===== src/sv/pcrs_pkg.sv =====
`default_nettype none
package pcrs_pkg;

  localparam int CHANNEL_COUNT  = 8;
  localparam int PRIORITY_COUNT = 8;

  // fixed field widths
  localparam int CH_W         = 3;
  localparam int PRIO_FIELD_W = 3;
  localparam int CFG_DATA_W   = 24;
  localparam int LEVELS_W     = 4;
  localparam int CFG_INDEX_W  = 2;
  localparam int LVLN_W       = 5;

  localparam int CH_IDX_W  = (CHANNEL_COUNT > 1) ? $clog2(CHANNEL_COUNT) : 1;
  localparam int LVL_IDX_W = (PRIORITY_COUNT > 1) ? $clog2(PRIORITY_COUNT) : 1;
  localparam int PTR_W     = $clog2(CHANNEL_COUNT + 1);

  // empty / end-of-list pointer
  localparam logic [PTR_W-1:0] NIL_PTR = PTR_W'(CHANNEL_COUNT);

  localparam logic [CFG_INDEX_W-1:0] CFG_CHAN_PRIO   = CFG_INDEX_W'(0);
  localparam logic [CFG_INDEX_W-1:0] CFG_PRIO_LEVELS = CFG_INDEX_W'(1);
  localparam logic [LEVELS_W-1:0]    LEVELS_RESET    = LEVELS_W'(8);

  typedef enum logic [1:0] {
    OP_CREDIT_REQ = 2'd0,
    OP_DATA_REQ   = 2'd1,
    OP_PICK       = 2'd2
  } op_t;

  typedef enum logic [1:0] {
    GRANT_NONE   = 2'd0,
    GRANT_CREDIT = 2'd1,
    GRANT_DATA   = 2'd2
  } grant_t;

  typedef struct packed {
    logic                 enq;
    logic                 deq;
    logic [CH_IDX_W-1:0]  ch;
    logic [LVL_IDX_W-1:0] prio;
    logic [LVLN_W-1:0]    levels;
  } q_ctrl_t;

  typedef struct packed {
    logic                hit;
    logic [CH_IDX_W-1:0] ch;
  } q_stat_t;

  // levels in use, clamped to 1..PRIORITY_COUNT
  function automatic logic [LVLN_W-1:0] levels_in_use(input logic [LEVELS_W-1:0] lv);
    logic [LVLN_W-1:0] n;
    n = LVLN_W'(lv);
    if (n == '0) n = LVLN_W'(1);
    if (n > LVLN_W'(PRIORITY_COUNT)) n = LVLN_W'(PRIORITY_COUNT);
    return n;
  endfunction

  // configured priority of a channel, clamped to the top level in use
  function automatic logic [LVL_IDX_W-1:0] prio_of(input logic [CH_W-1:0] ch,
                                                  input logic [CFG_DATA_W-1:0] prios,
                                                  input logic [LVLN_W-1:0] n);
    logic [LVLN_W-1:0] p;
    p = LVLN_W'(prios[PRIO_FIELD_W*ch +: PRIO_FIELD_W]);
    if (p >= n) p = n - LVLN_W'(1);
    return LVL_IDX_W'(p);
  endfunction

endpackage
`default_nettype wire


===== src/sv/pcrs_queue.sv =====
`default_nettype none
module pcrs_queue (
  input  wire logic            clk,
  input  wire logic            rst_n,
  input  wire pcrs_pkg::q_ctrl_t ctrl,
  output pcrs_pkg::q_stat_t    stat
);

  logic                       pend_r    [pcrs_pkg::CHANNEL_COUNT];
  logic                       pend_nxt  [pcrs_pkg::CHANNEL_COUNT];
  logic [pcrs_pkg::PTR_W-1:0] link_r    [pcrs_pkg::CHANNEL_COUNT];
  logic [pcrs_pkg::PTR_W-1:0] link_nxt  [pcrs_pkg::CHANNEL_COUNT];
  logic [pcrs_pkg::PTR_W-1:0] head_r    [pcrs_pkg::PRIORITY_COUNT];
  logic [pcrs_pkg::PTR_W-1:0] head_nxt  [pcrs_pkg::PRIORITY_COUNT];
  logic [pcrs_pkg::PTR_W-1:0] tail_r    [pcrs_pkg::PRIORITY_COUNT];
  logic [pcrs_pkg::PTR_W-1:0] tail_nxt  [pcrs_pkg::PRIORITY_COUNT];

  logic                           found;
  logic [pcrs_pkg::LVL_IDX_W-1:0] sel;
  logic [pcrs_pkg::CH_IDX_W-1:0]  gch;
  logic [pcrs_pkg::PTR_W-1:0]     nx;
  logic [pcrs_pkg::PTR_W-1:0]     t;

  // highest non-empty level below the levels in use
  always_comb begin
    found = 1'b0;
    sel   = '0;
    for (int i = pcrs_pkg::PRIORITY_COUNT - 1; i >= 0; i--) begin
      if (!found && (pcrs_pkg::LVLN_W'(i) < ctrl.levels) &&
          (head_r[i] < pcrs_pkg::NIL_PTR)) begin
        found = 1'b1;
        sel   = pcrs_pkg::LVL_IDX_W'(i);
      end
    end
  end

  assign gch       = pcrs_pkg::CH_IDX_W'(head_r[sel]);
  assign nx        = link_r[gch];
  assign t         = tail_r[ctrl.prio];
  assign stat.hit  = found;
  assign stat.ch   = found ? gch : '0;

  always_comb begin
    pend_nxt = pend_r;
    link_nxt = link_r;
    head_nxt = head_r;
    tail_nxt = tail_r;
    if (ctrl.enq && !pend_r[ctrl.ch]) begin
      pend_nxt[ctrl.ch] = 1'b1;
      link_nxt[ctrl.ch] = pcrs_pkg::NIL_PTR;
      if ((head_r[ctrl.prio] >= pcrs_pkg::NIL_PTR) || (t >= pcrs_pkg::NIL_PTR)) begin
        head_nxt[ctrl.prio] = pcrs_pkg::PTR_W'(ctrl.ch);
      end else begin
        link_nxt[pcrs_pkg::CH_IDX_W'(t)] = pcrs_pkg::PTR_W'(ctrl.ch);
      end
      tail_nxt[ctrl.prio] = pcrs_pkg::PTR_W'(ctrl.ch);
    end
    if (ctrl.deq && found) begin
      head_nxt[sel] = nx;
      if (nx >= pcrs_pkg::NIL_PTR) begin
        head_nxt[sel] = pcrs_pkg::NIL_PTR;
        tail_nxt[sel] = pcrs_pkg::NIL_PTR;
      end
      link_nxt[gch] = pcrs_pkg::NIL_PTR;
      pend_nxt[gch] = 1'b0;
    end
  end

  always_ff @(posedge clk) begin
    if (!rst_n) begin
      for (int c = 0; c < pcrs_pkg::CHANNEL_COUNT; c++) begin
        pend_r[c] <= 1'b0;
        link_r[c] <= pcrs_pkg::NIL_PTR;
      end
      for (int p = 0; p < pcrs_pkg::PRIORITY_COUNT; p++) begin
        head_r[p] <= pcrs_pkg::NIL_PTR;
        tail_r[p] <= pcrs_pkg::NIL_PTR;
      end
    end else begin
      pend_r <= pend_nxt;
      link_r <= link_nxt;
      head_r <= head_nxt;
      tail_r <= tail_nxt;
    end
  end

endmodule
`default_nettype wire


===== src/sv/priority_channel_request_scheduler_top.sv =====
// strict-priority scheduler over two request classes, credit update and data
// input channel: one beat per request or pick (in_operation, in_channel)
//   credit and data requests queue a channel on its configured level and
//   give no result beat; a pick grants the head of the highest non-empty
//   level, credit class first, and gives exactly one result beat
// result channel: out_grant_kind / out_grant_channel, one beat per pick
// latency: the result of a pick is on out_* the cycle after its input beat
// throughput: one beat per cycle while in_ready is high; the level scan and queue update are
//   combinational logic ahead of the queue state and result registers
// stall: in_ready drops only while a result waits and out_ready is low; a
//   stalled result holds unchanged until taken
// reset: rst_n synchronous, active low; every queue empties, all pending
//   marks clear, priorities go to 0 and level count to 8
// configuration: cfg_we / cfg_index / cfg_wdata, to be written only while idle (a duty of the user, not enforced)
`default_nettype none
module priority_channel_request_scheduler_top (
  input  wire logic                              clk,
  input  wire logic                              rst_n,
  // request / pick beats
  input  wire logic                              in_valid,
  output logic                                   in_ready,
  input  wire logic [1:0]                        in_operation,
  input  wire logic [pcrs_pkg::CH_W-1:0]         in_channel,
  // grant beats
  output logic                                   out_valid,
  input  wire logic                              out_ready,
  output logic [1:0]                             out_grant_kind,
  output logic [pcrs_pkg::CH_W-1:0]              out_grant_channel,
  // register writes
  input  wire logic                              cfg_we,
  input  wire logic [pcrs_pkg::CFG_INDEX_W-1:0]  cfg_index,
  input  wire logic [pcrs_pkg::CFG_DATA_W-1:0]   cfg_wdata
);

  logic [pcrs_pkg::CFG_DATA_W-1:0] chan_prio_r;
  logic [pcrs_pkg::LEVELS_W-1:0]   prio_levels_r;

  logic                          out_valid_r;
  logic                          out_valid_nxt;
  logic [1:0]                    grant_kind_r;
  logic [1:0]                    grant_kind_nxt;
  logic [pcrs_pkg::CH_W-1:0]     grant_ch_r;
  logic [pcrs_pkg::CH_W-1:0]     grant_ch_nxt;

  logic                          accept;
  logic                          ch_ok;
  logic                          is_pick;
  logic [pcrs_pkg::LVLN_W-1:0]   levels;
  logic [pcrs_pkg::LVL_IDX_W-1:0] prio;

  pcrs_pkg::q_ctrl_t credit_ctrl;
  pcrs_pkg::q_ctrl_t data_ctrl;
  pcrs_pkg::q_stat_t credit_stat;
  pcrs_pkg::q_stat_t data_stat;

  // the result register frees up when its beat is taken
  assign in_ready = !out_valid_r || out_ready;
  assign accept   = in_valid && in_ready;
  assign is_pick  = (in_operation == pcrs_pkg::OP_PICK);
  // channels beyond the count are dropped
  assign ch_ok    = (32'(in_channel) < pcrs_pkg::CHANNEL_COUNT);
  assign levels   = pcrs_pkg::levels_in_use(prio_levels_r);
  assign prio     = pcrs_pkg::prio_of(in_channel, chan_prio_r, levels);

  always_comb begin
    credit_ctrl.enq    = accept && ch_ok && (in_operation == pcrs_pkg::OP_CREDIT_REQ);
    credit_ctrl.deq    = accept && is_pick;
    credit_ctrl.ch     = pcrs_pkg::CH_IDX_W'(in_channel);
    credit_ctrl.prio   = prio;
    credit_ctrl.levels = levels;
    data_ctrl.enq      = accept && ch_ok && (in_operation == pcrs_pkg::OP_DATA_REQ);
    // data class is only served when no credit update waits
    data_ctrl.deq      = accept && is_pick && !credit_stat.hit;
    data_ctrl.ch       = pcrs_pkg::CH_IDX_W'(in_channel);
    data_ctrl.prio     = prio;
    data_ctrl.levels   = levels;
  end

  pcrs_queue u_credit_q (
    .clk   (clk),
    .rst_n (rst_n),
    .ctrl  (credit_ctrl),
    .stat  (credit_stat)
  );

  pcrs_queue u_data_q (
    .clk   (clk),
    .rst_n (rst_n),
    .ctrl  (data_ctrl),
    .stat  (data_stat)
  );

  // result register: loaded by a pick, emptied when taken
  always_comb begin
    out_valid_nxt  = out_valid_r;
    grant_kind_nxt = grant_kind_r;
    grant_ch_nxt   = grant_ch_r;
    if (accept && is_pick) begin
      out_valid_nxt = 1'b1;
      if (credit_stat.hit) begin
        grant_kind_nxt = pcrs_pkg::GRANT_CREDIT;
        grant_ch_nxt   = pcrs_pkg::CH_W'(credit_stat.ch);
      end else if (data_stat.hit) begin
        grant_kind_nxt = pcrs_pkg::GRANT_DATA;
        grant_ch_nxt   = pcrs_pkg::CH_W'(data_stat.ch);
      end else begin
        grant_kind_nxt = pcrs_pkg::GRANT_NONE;
        grant_ch_nxt   = '0;
      end
    end else if (out_ready) begin
      out_valid_nxt = 1'b0;
    end
  end

  always_ff @(posedge clk) begin
    if (!rst_n) begin
      out_valid_r <= 1'b0;
    end else begin
      out_valid_r <= out_valid_nxt;
    end
  end

  // payload needs no reset
  always_ff @(posedge clk) begin
    grant_kind_r <= grant_kind_nxt;
    grant_ch_r   <= grant_ch_nxt;
  end

  // configuration registers; unknown indices are ignored
  always_ff @(posedge clk) begin
    if (!rst_n) begin
      chan_prio_r   <= '0;
      prio_levels_r <= pcrs_pkg::LEVELS_RESET;
    end else if (cfg_we) begin
      case (cfg_index)
        pcrs_pkg::CFG_CHAN_PRIO:   chan_prio_r   <= cfg_wdata;
        pcrs_pkg::CFG_PRIO_LEVELS: prio_levels_r <= cfg_wdata[pcrs_pkg::LEVELS_W-1:0];
        default: ;
      endcase
    end
  end

  assign out_valid         = out_valid_r;
  assign out_grant_kind    = grant_kind_r;
  assign out_grant_channel = grant_ch_r;

endmodule
`default_nettype wire


===== config.mk =====
export PLATFORM = sky130hd
export DESIGN_NAME = priority_channel_request_scheduler_top
export DESIGN_NICKNAME = d
export VERILOG_FILES = /design/src/sv/pcrs_pkg.sv /design/src/sv/pcrs_queue.sv /design/src/sv/priority_channel_request_scheduler_top.sv
export SDC_FILE = /design/constraint.sdc
export NUM_CORES = 1
export LEC_CHECK = 0
export ABC_AREA = 1
export BUFFER_PORTS_ARGS = -buffer_cell sky130_fd_sc_hd__buf_2
export CORE_MARGIN = 1
export CORE_UTILIZATION = 35
export DETAILED_ROUTE_END_ITERATION = 10
export GPL_ROUTABILITY_DRIVEN = 0
export HOLD_SLACK_MARGIN = 0.06
export PLACE_DENSITY = 0.52
export SETUP_SLACK_MARGIN = 0.15
export SLEW_MARGIN = 10
export SYNTH_ARGS = -nofsm -noshare
export SYNTH_HDL_FRONTEND = slang
export SYNTH_SLANG_ARGS = --single-unit

===== constraint.sdc =====
create_clock -name clk -period 9.5 [get_ports clk]
set_input_delay 0.95 -clock clk [delete_from_list [all_inputs] [get_ports clk]]
set_output_delay 0.95 -clock clk [all_outputs]
set_load 0.1 [all_outputs]

# --- Word-level counts from Yosys, hierarchy flattened ---
# Index checks and enable logic that the tools add are counted.
totals:
  register_bits: 242
  in_bits: 36
  output_inout_bits: 7
  wordCells: 356
op_classes:
  n_addsub: 1
  multipliers: 1
  magnitude_cmp: 48
  eq_ne: 3
  n_shift: 1
  mux: 124
  bitwise_logic: 35
  reduce_logical: 74
ops:
  columns: ["op", "n"]
  rows:
  - ["32-bit two-way mux", 20]
  - ["32-bit bitwise mux", 8]
  - ["24-bit bitwise AND", 8]
  - ["24-bit NOT", 5]
  - ["4-bit binary-select mux with 3-bit select", 8]
  - ["4-bit demux with 3-bit select", 8]
  - ["4-bit two-way mux", 22]
  - ["8-bit OR", 10]
  - ["3-bit two-way mux", 23]
  - ["4-bit < comparator (second input constant)", 16]
  - ["4-bit >= comparator (second input constant)", 14]
  - ["1-bit logical AND", 47]
  - ["4-bit by 1-bit < comparator with 1-bit output (second input constant)", 8]
  - ["8-bit two-way mux", 4]
  - ["3-bit NOT with 4-bit output", 8]
  - ["1-bit two-way mux", 25]
  - ["24-bit by 6-bit indexed part select with 3-bit output", 1]
  - ["1-bit zero test", 18]
  - ["8-bit bitwise AND", 2]
  - ["3-bit by 4-bit < comparator with 1-bit output (first input constant)", 4]
  - ["8-bit NOT", 2]
  - ["1-bit demux with 3-bit select", 3]
  - ["1-bit by 4-bit < comparator with 1-bit output (first input constant)", 2]
  - ["2-bit by 4-bit < comparator with 1-bit output (first input constant)", 2]
  - ["other kinds (13)", 19]

# --- Logic depth before layout (Yosys ltp) ---
# Gate-level depths: netlist of the first run.
depth:
  depth_word: 47
  ltp_mapped: 35
  mapped_depth_nobuf: 32

# --- Hierarchy ---
# Synthesis of the first run repeated with hierarchy kept, for this count alone.
hier_totals:
  cells_unflattened: 1971
  area_unflattened_um2: 13417.9
by_module_without_submodules:
  columns: ["mod", "n_inst", "cells_each", "area_each_um2", "seq_area_each_um2"]
  rows:
  - ["pcrs_queue", 2, 868, 5814.3, 2082.0]
  - ["priority_channel_request_scheduler_top", 1, 235, 1789.2, 730.7]

# --- Worst setup path after synthesis of the first run ---
# Ideal clock, no wire load.
synth_timing:
  path_kind: "input -> register"
  startpoint: "in in_channel[0] (netlist bit)"
  endpoint: "reg u_data_q.link_r[29] (netlist bit)"
  setup_time_ns: 0.109
  arrival_time_ns: 4.098
  required_ns: 9.391
  slack_ns: 5.293
  path_stages: 31
  n_path_buf: 5
  path_cell_list: "buf_4 buf_6 nand3_2 inv_2 nand2_1 nand2_1 nor2_1 nand4_2 ha_1 o21ai_1 nand2_1 nand2_1 a21oi_1 nand2_1 nand2_4 buf_8 buf_6 nand2_1 o21ai_1 nand2_1 nand2_1 nand2_1 nand2_4 nand3_2 inv_2 buf_6 nand2_1 nand2_1 nand3_1 nand2_1 inv_1"
synth_via:
  elab_chain_cells: 18
  elab_cells_between_ends: 38
  classes_between: "1 x mul; 7 x order compare; 1 x shift; 18 x mux; 6 x bitwise; 5 x reduce/logical"
synth_rtl:
  columns: ["element", "line_no", "rtl"]
  rows:
  - ["from (decl)", "priority_channel_request_scheduler_top.sv:23", "input wire logic [pcrs_pkg::CH_W-1:0] in_channel,"]
  - ["2-bit by 3-bit multiplier with 5-bit output", "pcrs_pkg.sv:65", "p = LVLN_W'(prios[PRIO_FIELD_W*ch +: PRIO_FIELD_W]);"]
  - ["24-bit by 6-bit indexed part select with 3-bit output", "pcrs_pkg.sv:65", null]
  - ["3-bit by 4-bit >= comparator with 1-bit output", "pcrs_pkg.sv:66", "if (p >= n) p = n - LVLN_W'(1);"]
  - ["3-bit two-way mux", "pcrs_pkg.sv:66", null]
  - ["3-bit NOT with 4-bit output (not written as such)", "pcrs_queue.sv:39, pcrs_queue.sv:51", null]
  - ["4-bit binary-select mux with 3-bit select", "pcrs_queue.sv:39", "assign t = tail_r[ctrl.prio];"]
  - ["4-bit two-way mux (not written as such) (2 in a row)", "pcrs_queue.sv:39", null]
  - ["3-bit NOT with 4-bit output (not written as such)", "pcrs_queue.sv:54", "link_nxt[pcrs_pkg::CH_IDX_W'(t)] = pcrs_pkg::PTR_W'(ctrl.ch);"]
  - ["4-bit >= comparator (not written as such) or 4-bit by 1-bit < comparator with 1-bit output (tied branches)", "pcrs_queue.sv:54", null]
  - ["1-bit logical AND (not written as such)", "pcrs_queue.sv:54", null]
  - ["4-bit two-way mux (not written as such)", "pcrs_queue.sv:54", null]
  - ["4-bit demux with 3-bit select", "pcrs_queue.sv:54", null]
  - ["32-bit bitwise mux", "pcrs_queue.sv:54", null]
  - ["32-bit two-way mux", "pcrs_queue.sv:51", "if ((head_r[ctrl.prio] >= pcrs_pkg::NIL_PTR) || (t >= pcrs_pkg::NIL_PTR)) begin"]
  - ["32-bit two-way mux (*)", "pcrs_queue.sv:48", "if (ctrl.enq && !pend_r[ctrl.ch]) begin"]
  - ["24-bit bitwise AND (no line)", null, null]
  - ["32-bit two-way mux (*)", "pcrs_queue.sv:58", "if (ctrl.deq && found) begin"]
  - ["to (signal, indexed assignment)", "pcrs_queue.sv:73", "link_r[c] <= pcrs_pkg::NIL_PTR;"]
  - ["to (signal assigned)", "pcrs_queue.sv:81", "link_r <= link_nxt;"]
  - ["to (decl)", "pcrs_queue.sv:11", "logic [pcrs_pkg::PTR_W-1:0] link_r [pcrs_pkg::CHANNEL_COUNT];"]
# Mark *: on every way between the ends. The rest lies on a longest branch, timed or not. The select of a mux whose other input is x is not followed.
# A chain may end at the register's enable or synchronous reset.

# --- Worst setup path in the final report of the first run ---
layout_timing:
  startpoint: "in in_channel[1] (netlist bit)"
  endpoint: "reg u_data_q.link_r[24] (netlist bit)"
# The elaborated chain is that of the path after synthesis.

==> results of run 1 <==
[cell type report]
| type | count | area, sq um | area share [%] |
|---|---|---|---|
| flip-flops and latches | 242 | 4895 | 31.41 |
| inverters | 315 | 1190 | 7.635 |
| repair buffers | 53 | 292.8 | 1.879 |
| clock inverters | 14 | 102.6 | 0.6584 |
| multi-input cells | 1639 | 7576 | 48.62 |
| well taps | 525 | 656.9 | 4.215 |
| clock buffers | 43 | 870.8 | 5.588 |
[metal layers]
metal  vias up  part of all wire (%)  track usage [%]
met5         -                     0                0
met3        63                   5.3            2.269
met1      6515                    45            30.19
li1       7179                     -                -
met2       422                    47            39.22
met4         0                   2.3            5.988
[cell families (layout without fill, tap and decap cells)]
kind of cell	count (synthesis)	count (layout)	share of synthesized area [%]
flip-flops	242	242	34.45
adder cells (fa/ha/maj)	5	5	0.4404
XOR/XNOR	1	1	0.06166
AND/OR/NAND/NOR	1305	1305	40.13
buffers and inverters	405	425	12.29
AO/OA/AOI/OAI	328	328	12.63
[cell usage in the layout (no fill, tap or decap), types with 28 or more instances in the layout]
cell type,instances
buf_2,42
o21ai_1,52
clkbuf_16,31
nand3_1,240
inv_1,265
nand2_1,734
o21ai_0,104
inv_2,41
nor2_2,28
a21oi_1,125
dfxtp_1,237
nor2_1,204
[worst max path at each step]
stage,endpoint,cells past startpoint
floorplan,u_data_q.link_r[29]$_SDFF_PN0_,31
global placement,u_data_q.link_r[1]$_SDFF_PN0_,28
detailed placement,u_data_q.link_r[24]$_SDFF_PN0_,28
CTS,u_credit_q.link_r[24]$_SDFF_PN0_,28
global route,u_data_q.link_r[1]$_SDFF_PN0_,30
finish,u_data_q.link_r[24]$_SDFF_PN0_,28
[worst max-delay path, stage by stage]
cell	delay, ns
buf_2	0.32
inv_2	0.44
nand3_2	0.32
inv_1	0.14
nand2_1	0.08
nand2_1	0.04
nor2_1	0.20
nand4_2	0.22
ha_1	0.34
o21ai_1	0.05
nand2_1	0.05
nand2_1	0.04
a21oi_1	0.39
nand2_1	0.31
nand2_4	0.58
inv_4	0.25
o21ai_1	0.19
nand2_1	0.06
nand2_1	0.07
nand2_1	0.05
nand2_1	0.12
nand2_2	0.39
nor2_8	0.38
nand2_1	0.17
nand2_1	0.09
nand3_1	0.06
nand2_1	0.09
inv_1	0.03
[power groups by stage]
stage               registers [mW]  clock network (mW)  logic [mW]
floorplan                     1.09                   0       0.341
global placement              1.08                   0       0.451
detailed placement            1.08                   0       0.454
CTS                           1.06                1.16       0.454
global route                  1.07                1.20       0.505
finish                        1.06                1.14       0.456
[state kept, by name, summed over array words and instances (netlist names)]
register,count
u_credit_q.head_r,32
u_credit_q.link_r,32
u_data_q.head_r,32
u_credit_q.pend_r,8
chan_prio_r,24
u_data_q.link_r,32
prio_levels_r,4
out_grant_channel,3
u_credit_q.tail_r,32
out_valid,1
u_data_q.pend_r,8
u_data_q.tail_r,32
out_grant_kind,2
[stage by stage]
step           setup slack [ns]  instance area [sq um]  hold slack, ns  power (mW)
2_1_floorplan             5.293                  14210          0.4258       1.426
3_3_place_gp              3.016                  14610          0.4424       1.535
3_5_place_dp              2.923                  14610          0.4443       1.538
4_1_cts                   3.539                  15580          0.4555       2.680
5_1_grt                   2.929                  15580          0.4744       2.773
6_report                  3.463                  15580          0.4539       2.657
==> results.ini, run 1 <==
[drt]
ant_nets=0
via_count=14180
via_per_inst=5.008
drt_iter0_drc=1016
drt_pass1_iterations=5
route.detailed.drc=0
wire_per_inst_um=16.59
routed_wl_mm=46.97

[clock_network]
cts_buffer_depth=3
cts_made_buffers=31
cts_resized=0
hold_buffers=0
ctsRootBufferMaster=clkbuf_16
clk_pin_slew_ns=0.06
insertion_delay_ns=0.57
h-tree-depth=1
post_cts_buffers=0
cts_tree=built
cts_sinks=242

[global_routing]
grt_usage_pct=22.77
grt_overflow=0
antenna_found_initial=0
grt_pass1_vias=13350
grt_pass1_wl_mm=74.51
grt_max_degree=67

[layout]
area_delta_synth_final_pct=9.697
diodes=0
nFillCells=4394
fin_util_pct=39.04
instances_no_fill=2831
nets=2323
drive_above_1_share_pct=10.67

[floorplan]
die_h_um=203.5
core_sq_um=39910
die_x_um=203.5
io_pins=43
rows=73
die_area_sq_um=41400
start_util_pct=35.59

[power_and_ir_drop]
p_clk_share_pct=42.8
power.switching_mw=0.8350
ir_drop_mv=0.1313
seq_power_share_pct=40.0
total_leakage_power_nw=7.384
p_int_mw=1.822
powerDensity_nw_per_um2=170.5
pwr-share-comb_pct=17.2
switching_share_pct=31.43

[placement]
numPlacedInstances=2774
hpwl_mm=33.83
port_buffers=42

[yosys]
yosysTopAreaCell=dfxtp_1
seq_area_frac_synth_pct=34.45
synth_nets=2327
synth_cell_types=46
synthTopCellsByCount=734 x nand2_1, 265 x inv_1, 241 x nand3_1, 237 x dfxtp_1, 204 x nor2_1
async_flop_share_pct=0
synth_top_area_share_pct=33.40
synth_edf_count=5
synthCells=2286
synth_top_flop_cell=dfxtp_1
syn_avg_cell_area_sq_um=6.214
syn_area_sq_um=14210
yosys_warnings=0
ys_ff_latch=242
yosys-top-cells-area=dfxtp_1 33%, nand2_1 19%, nand3_1 8.5%
synth_most_common_cell=nand2_1

[timing]
rsz0062_at_grt=false
finalClockSkew_ns=0.01423
hold_viol=0
min_period_ns=6.037
slew_violations=0
setup_violations=0
relSlewSlack_pct=40.36
max_freq_ghz=0.1656
period_share_pct=63.55
fin_tns_setup_ns=0
worst_pin_slew_ns=0.8878

[worst_hold_path]
hold_path_end=u_data_q.tail_r[15]$_SDFF_PN1_
hold_path_class=reg2reg
hold_path_depth=2
min_from=u_data_q.tail_r[15]$_SDFF_PN1_

[outcome]
status=finished, final reports clean

[critical_path]
cp-start-kind=input port
arrival_ns=6.51
cp.required_ns=9.97
crit_start=in_channel[1]
r2r-end=u_credit_q.head_r[23]$_SDFF_PN1_
rrSetupSlack_ns=4.54
critPathCaptureType=register
worst-path-max-fanout=60
ff2ff_path_depth=21
path_class=in2reg
reg2reg_from=prio_levels_r[3]$_SDFFE_PN1P_

[job]
cap_violations=0

Power figures use the tool's default switching activity.
==> inputs of run 2 (changes only) <==
- clock period: 9.5 -> 6.1 ns (I/O delays scaled with it)
==> run 2 against run 1 <==
Effect of this change:
- combinational power is 58% higher
- global-route usage is 0.28 points higher
- clock skew is essentially flat
- register-to-register slack worse by 3.3 ns
- hold slack worse by 0.19 ns
- cell count up 0.18%
- sequential share of layout area decreased by 0.15 points
- first-iteration DRC count rose by 12%
- die area is the same
- clock power grew 60%
- critical path depth rose by 1
- critical endpoint is now u_data_q.head_r[18]$_SDFF_PN0_
- largest cell class unchanged
- highest routed layer unchanged
==> results.ini, run 2 (synthesized netlist as in run 1, its figures left out) <==
[timing]
period_share_pct=82.32
fin_tns_setup_ns=0
relSlewSlack_pct=25.59
whs_ns=0.2616
max_freq_ghz=0.1991
setup_violations=0
finalClockSkew_ns=0.01430
postLayoutSetupSlackWorst_ns=1.078
rsz0062_at_grt=false
slew_violations=0
min_period_ns=5.022
worst_pin_slew_ns=1.116
hold_viol=0

[drt]
route.detailed.drc=0
drt_pass1_iterations=5
wire_per_inst_um=16.79
via_count=14330
ant_nets=0
routed_wl_mm=47.63
drt_iter0_drc=1139
via_per_inst=5.052

[outcome]
status=finished, final reports clean

[global_routing]
grt_max_degree=62
grt_pass1_wl_mm=75.28
grt_pass1_vias=13340
antenna_found_initial=0
grt_overflow=0
grt_usage_pct=23.04

[layout]
drive_above_1_share_pct=10.95
instances_no_fill=2836
nFillCells=4331
nets=2331
final_common_cell=nand2_1
area_delta_synth_final_pct=10.23
diodes=0
final_cell_mix=734 x nand2_1, 265 x inv_1, 240 x nand3_1

[floorplan]
die_x_um=203.5
die_h_um=203.5
core_sq_um=39910
start_util_pct=35.59
io_pins=43
rows=73
die_area_sq_um=41400

[critical_path]
critPathBufInv=6
crit_top_cell=nand2_1
cp-start-kind=input port
worst-path-max-fanout=33
path_class=in2reg
critPathTopFamily=simple AND/OR/NAND/NOR gates
max_stage_delay_ns=0.40
arrival_ns=5.51
critPathCaptureType=register
crit_slowest_cell=nand2_4
cp.required_ns=6.59

[placement]
dp_slack_ns=0.5009
port_buffers=42
numPlacedInstances=2784
hpwl_mm=34.26

[clock_network]
insertion_delay_ns=0.58
post_cts_buffers=0
cts_resized=0
h-tree-depth=1
cts_tree=built
hold_buffers=0
clk_pin_slew_ns=0.06
cts_buffer_depth=3
ctsRootBufferMaster=clkbuf_16
cts_sinks=242
cts_made_buffers=29

[job]
cap_violations=0

[power_and_ir_drop]
total_power_mw=4.195
total_leakage_power_nw=7.432
powerDensity_nw_per_um2=267.9
ir_drop_mv=0.2178

[worst_hold_path]
hold_path_class=in2reg

run 2: cell types whose count changed in the layout (fill, tap and decap cells not counted), sizes merged:
| cell | delta |
|---|---|
| bufinv | +2 |
| clkinvlp | -2 |
| buf | +10 |
| clkinv | -3 |
| clkbuf | -2 |
run 2: area by class of cell:
cell class	instances	area [sq um]	area share (%)
Clock buffer	41	840.8	5.370
Clock inverter	11	132.6	0.8470
Inverter	315	1190	7.599
Multi-Input combinational cell	1639	7576	48.38
Sequential cell	242	4895	31.26
Tap cell	525	656.9	4.195
Timing Repair Buffer	63	367.9	2.349
run 2: tightest hold or removal path, cell delays in order:
cell and delay [ns]:
buf_2 0.07, nor2_1 0.03, nor2_1 0.08
run 2: stage by stage:
stage / instance area, sq um / util (%)
after floorplan: 14210 / -
after global placement: 14690 / 36.79
after detailed placement: 14690 / 36.79
after CTS: 15660 / 39.23
after global routing: 15660 / 39.23
final: 15660 / 39.23
run 2: final timing paths:
kind / cells past startpoint / slack, ns / endpoint / start
worst max-delay path: 29 / 1.08 / u_data_q.head_r[18]$_SDFF_PN0_ / in_channel[1]
worst min-delay path: 3 / 0.26 / chan_prio_r[20]$_SDFFE_PN0P_ / cfg_wdata[20]
worst max register to register: 22 / 1.25 / u_data_q.link_r[18]$_SDFF_PN0_ / prio_levels_r[2]$_SDFFE_PN0P_
worst min register to register: 2 / 0.46 / u_data_q.tail_r[7]$_SDFF_PN1_ / u_data_q.tail_r[7]$_SDFF_PN1_
run 2: per-layer routing:
metal  share of wire (%)  GRT usage [%]  vias to the layer above  wire [um]
met4                 2.8          7.653                        0       1323
li1                    -              -                     7201          -
met1                  46          30.86                     6636      21750
met3                 5.9          2.477                       79       2810
met2                  46          38.47                      412      21740
met5                   0              0                        -          0
run 2: power by group:
group | internal (mW) | total [mW] | switching [mW]
logic | 0.180 | 0.722 | 0.542
registers | 1.63 | 1.65 | 0.0240
clock network | 1.08 | 1.82 | 0.741
==> inputs of run 3 (changes only) <==
- ABC_AREA: 1 -> 0
- PLACE_DENSITY: 0.52 -> 0.54
- clock period: 6.1 -> 4.6 ns (I/O delays scaled with it)
==> run 3 against run 2 <==
Effect of this change:
- final area decreased by 4.0%
- area after synthesis decreased by 12%
- setup slack lost 0.74 ns
- count of clock-buffer cells in the layout did not move
- via count fell by 17%
- hold slack worse by 0.12 ns
- largest power group unchanged
==> results.ini, run 3 <==
[outcome]
status=finished, final reports clean

[layout]
nFillCells=3513
diodes=0
final_cell_mix=237 x dfxtp_1, 219 x nor2_1, 165 x nand2_1
area_delta_synth_final_pct=20.43
instances_no_fill=2083
drive_above_1_share_pct=18.98
nets=1649
ff_latch_area_sq_um=4895
multi_input_area_sq_um=7247
final_common_cell=dfxtp_1

[critical_path]
worst-path-max-fanout=7
crit_top_cell=a211oi_4
critPathBufInv=1
max_stage_delay_ns=0.51
critPathTopFamily=multiplexers
crit_chain=mux2_4 -> a221o_1 -> a21oi_4 -> ha_1 -> nand2b_4 -> a211oi_4 -> nor2_4 -> o21ai_4 -> mux2_2 -> mux4_2 -> a211oi_4 -> buf_4 -> nand4b_1 -> mux2i_1 -> nor2_1
critPathCaptureType=register
arrival_ns=4.68
crit_slowest_cell=mux4_2
cp-start-kind=register
path_class=reg2reg
cp.required_ns=5.02

[placement]
numPlacedInstances=2027
port_buffers=42
hpwl_mm=31.37

[drt]
via_count=11890
routed_wl_mm=42.79
drt_iter0_drc=1091
drt_pass1_iterations=5
ant_nets=0
route.detailed.drc=0
wire_per_inst_um=20.54
via_per_inst=5.706

[clock_network]
cts_made_buffers=28
insertion_delay_ns=0.55
ctsRootBufferMaster=clkbuf_16
clk_pin_slew_ns=0.06
h-tree-depth=1
cts_sinks=242
cts_tree=built
cts_buffer_depth=3

[yosys]
yosysTopAreaCell=dfxtp_1
synth_cell_types=95
synthTopCellsByCount=237 x dfxtp_1, 222 x nor2_1, 165 x nand2_1, 111 x a21oi_1, 79 x mux2i_1
async_flop_share_pct=0
syn_avg_cell_area_sq_um=8.465
syn_area_sq_um=12490
ys_ff_latch=242
yosys-top-cells-area=dfxtp_1 38%, nor2_1 6.7%, mux2i_1 6.3%
synthCells=1475
yosys_warnings=0
synth_top_area_share_pct=38.00
synth_most_common_cell=dfxtp_1
synth_edf_count=5
synth_nets=1516
seq_area_frac_synth_pct=39.20
synth_top_flop_cell=dfxtp_1

[power_and_ir_drop]
ir_drop_mv=0.3764
powerDensity_nw_per_um2=337.9
total_leakage_power_nw=5.712

[floorplan]
io_pins=43
die_area_sq_um=36430
core_sq_um=34800
start_util_pct=35.88
rows=68
die_x_um=190.9
die_h_um=190.9

[timing]
period_share_pct=92.59
max_freq_ghz=0.2348
slew_violations=0
whs_ns=0.1427
hold_viol=0
relSlewSlack_pct=31.14
worst_pin_slew_ns=1.023
finalClockSkew_ns=0.01857
fin_tns_setup_ns=0
min_period_ns=4.259
rsz0062_at_grt=false
setup_violations=0

[global_routing]
grt_overflow=0
grt_max_degree=47
met1_usage_pct=31.37
met3_usage_pct=3.901
grt_pass1_wl_mm=65.70
grt_pass1_vias=11170
grt_use_met2_pct=37.68
busiest_layer=met2
antenna_found_initial=0
grt_usage_pct=23.22

[job]
cap_violations=0

[worst_hold_path]
hold_path_class=in2reg

[run 3: layout make-up]
cell class                 instances  share of cell area [%]
multi-input combinational       1126                   48.19
clock inverter                     9                  0.7988
sequential                       242                   32.55
inverter                          39                  0.9735
timing repair buffer             171                   8.171
clock buffer                      41                   5.525
tap                              455                   3.786
[run 3: report_power, final]
group / switching (mW) / internal, mW
logic: 0.404 / 0.215
registers: 0.0152 / 2.13
clock network: 0.911 / 1.41
[run 3: cell families after synthesis]
logic type,after synthesis,synth area share [%]
XOR/XNOR,1,0.07016
flip-flops,242,39.20
multiplexers,118,11.50
AO/OA/AOI/OAI,426,23.67
buffers and inverters,107,3.527
adder cells (fa/ha/maj),5,0.5011
AND/OR/NAND/NOR,576,21.53
[run 3: tightest hold or removal path, stage by stage]
cell,delay [ns]
buf_2,0.09
nand2_1,0.04
a21oi_1,0.05
[run 3: stage by stage]
step                      instance area (sq um)  power [mW]  utilization [%]  setup WS, ns
after floorplan                           12550       2.553                -        0.1445
after global placement                    13980       2.793            40.18       0.03043
after detailed placement                  13980       2.795            40.18      -0.09851
after CTS                                 14930       5.107            42.91        0.2694
after global routing                      15040       5.254            43.21        0.1489
final                                     15040       5.081            43.21        0.3408
[run 3: per-layer routing]
metal,vias up,part of all wire (%)
met5,-,0
met3,74,7.4
met1,5666,44
met2,465,46
li1,5681,-
met4,0,2.8
[run 3: repair_timing]
item	CTS	global route
gates resized for setup	0	10
endpoints found under the setup margin	0	70
hold buffers	0	0
setup buffers	0	6
[run 3: worst paths after layout]
check | from | endpoint | slack, ns | depth (start not counted)
worst max-delay path | chan_prio_r[3]$_SDFFE_PN0P_ | u_credit_q.link_r[24]$_SDFF_PN0_ | 0.34 | 15
worst min-delay path | cfg_wdata[23] | chan_prio_r[23]$_SDFFE_PN0P_ | 0.14 | 3
worst max register to register | chan_prio_r[3]$_SDFFE_PN0P_ | u_credit_q.link_r[24]$_SDFF_PN0_ | 0.34 | 15
worst min register to register | u_credit_q.tail_r[13]$_SDFF_PN0_ | u_credit_q.tail_r[13]$_SDFF_PN0_ | 0.45 | 2
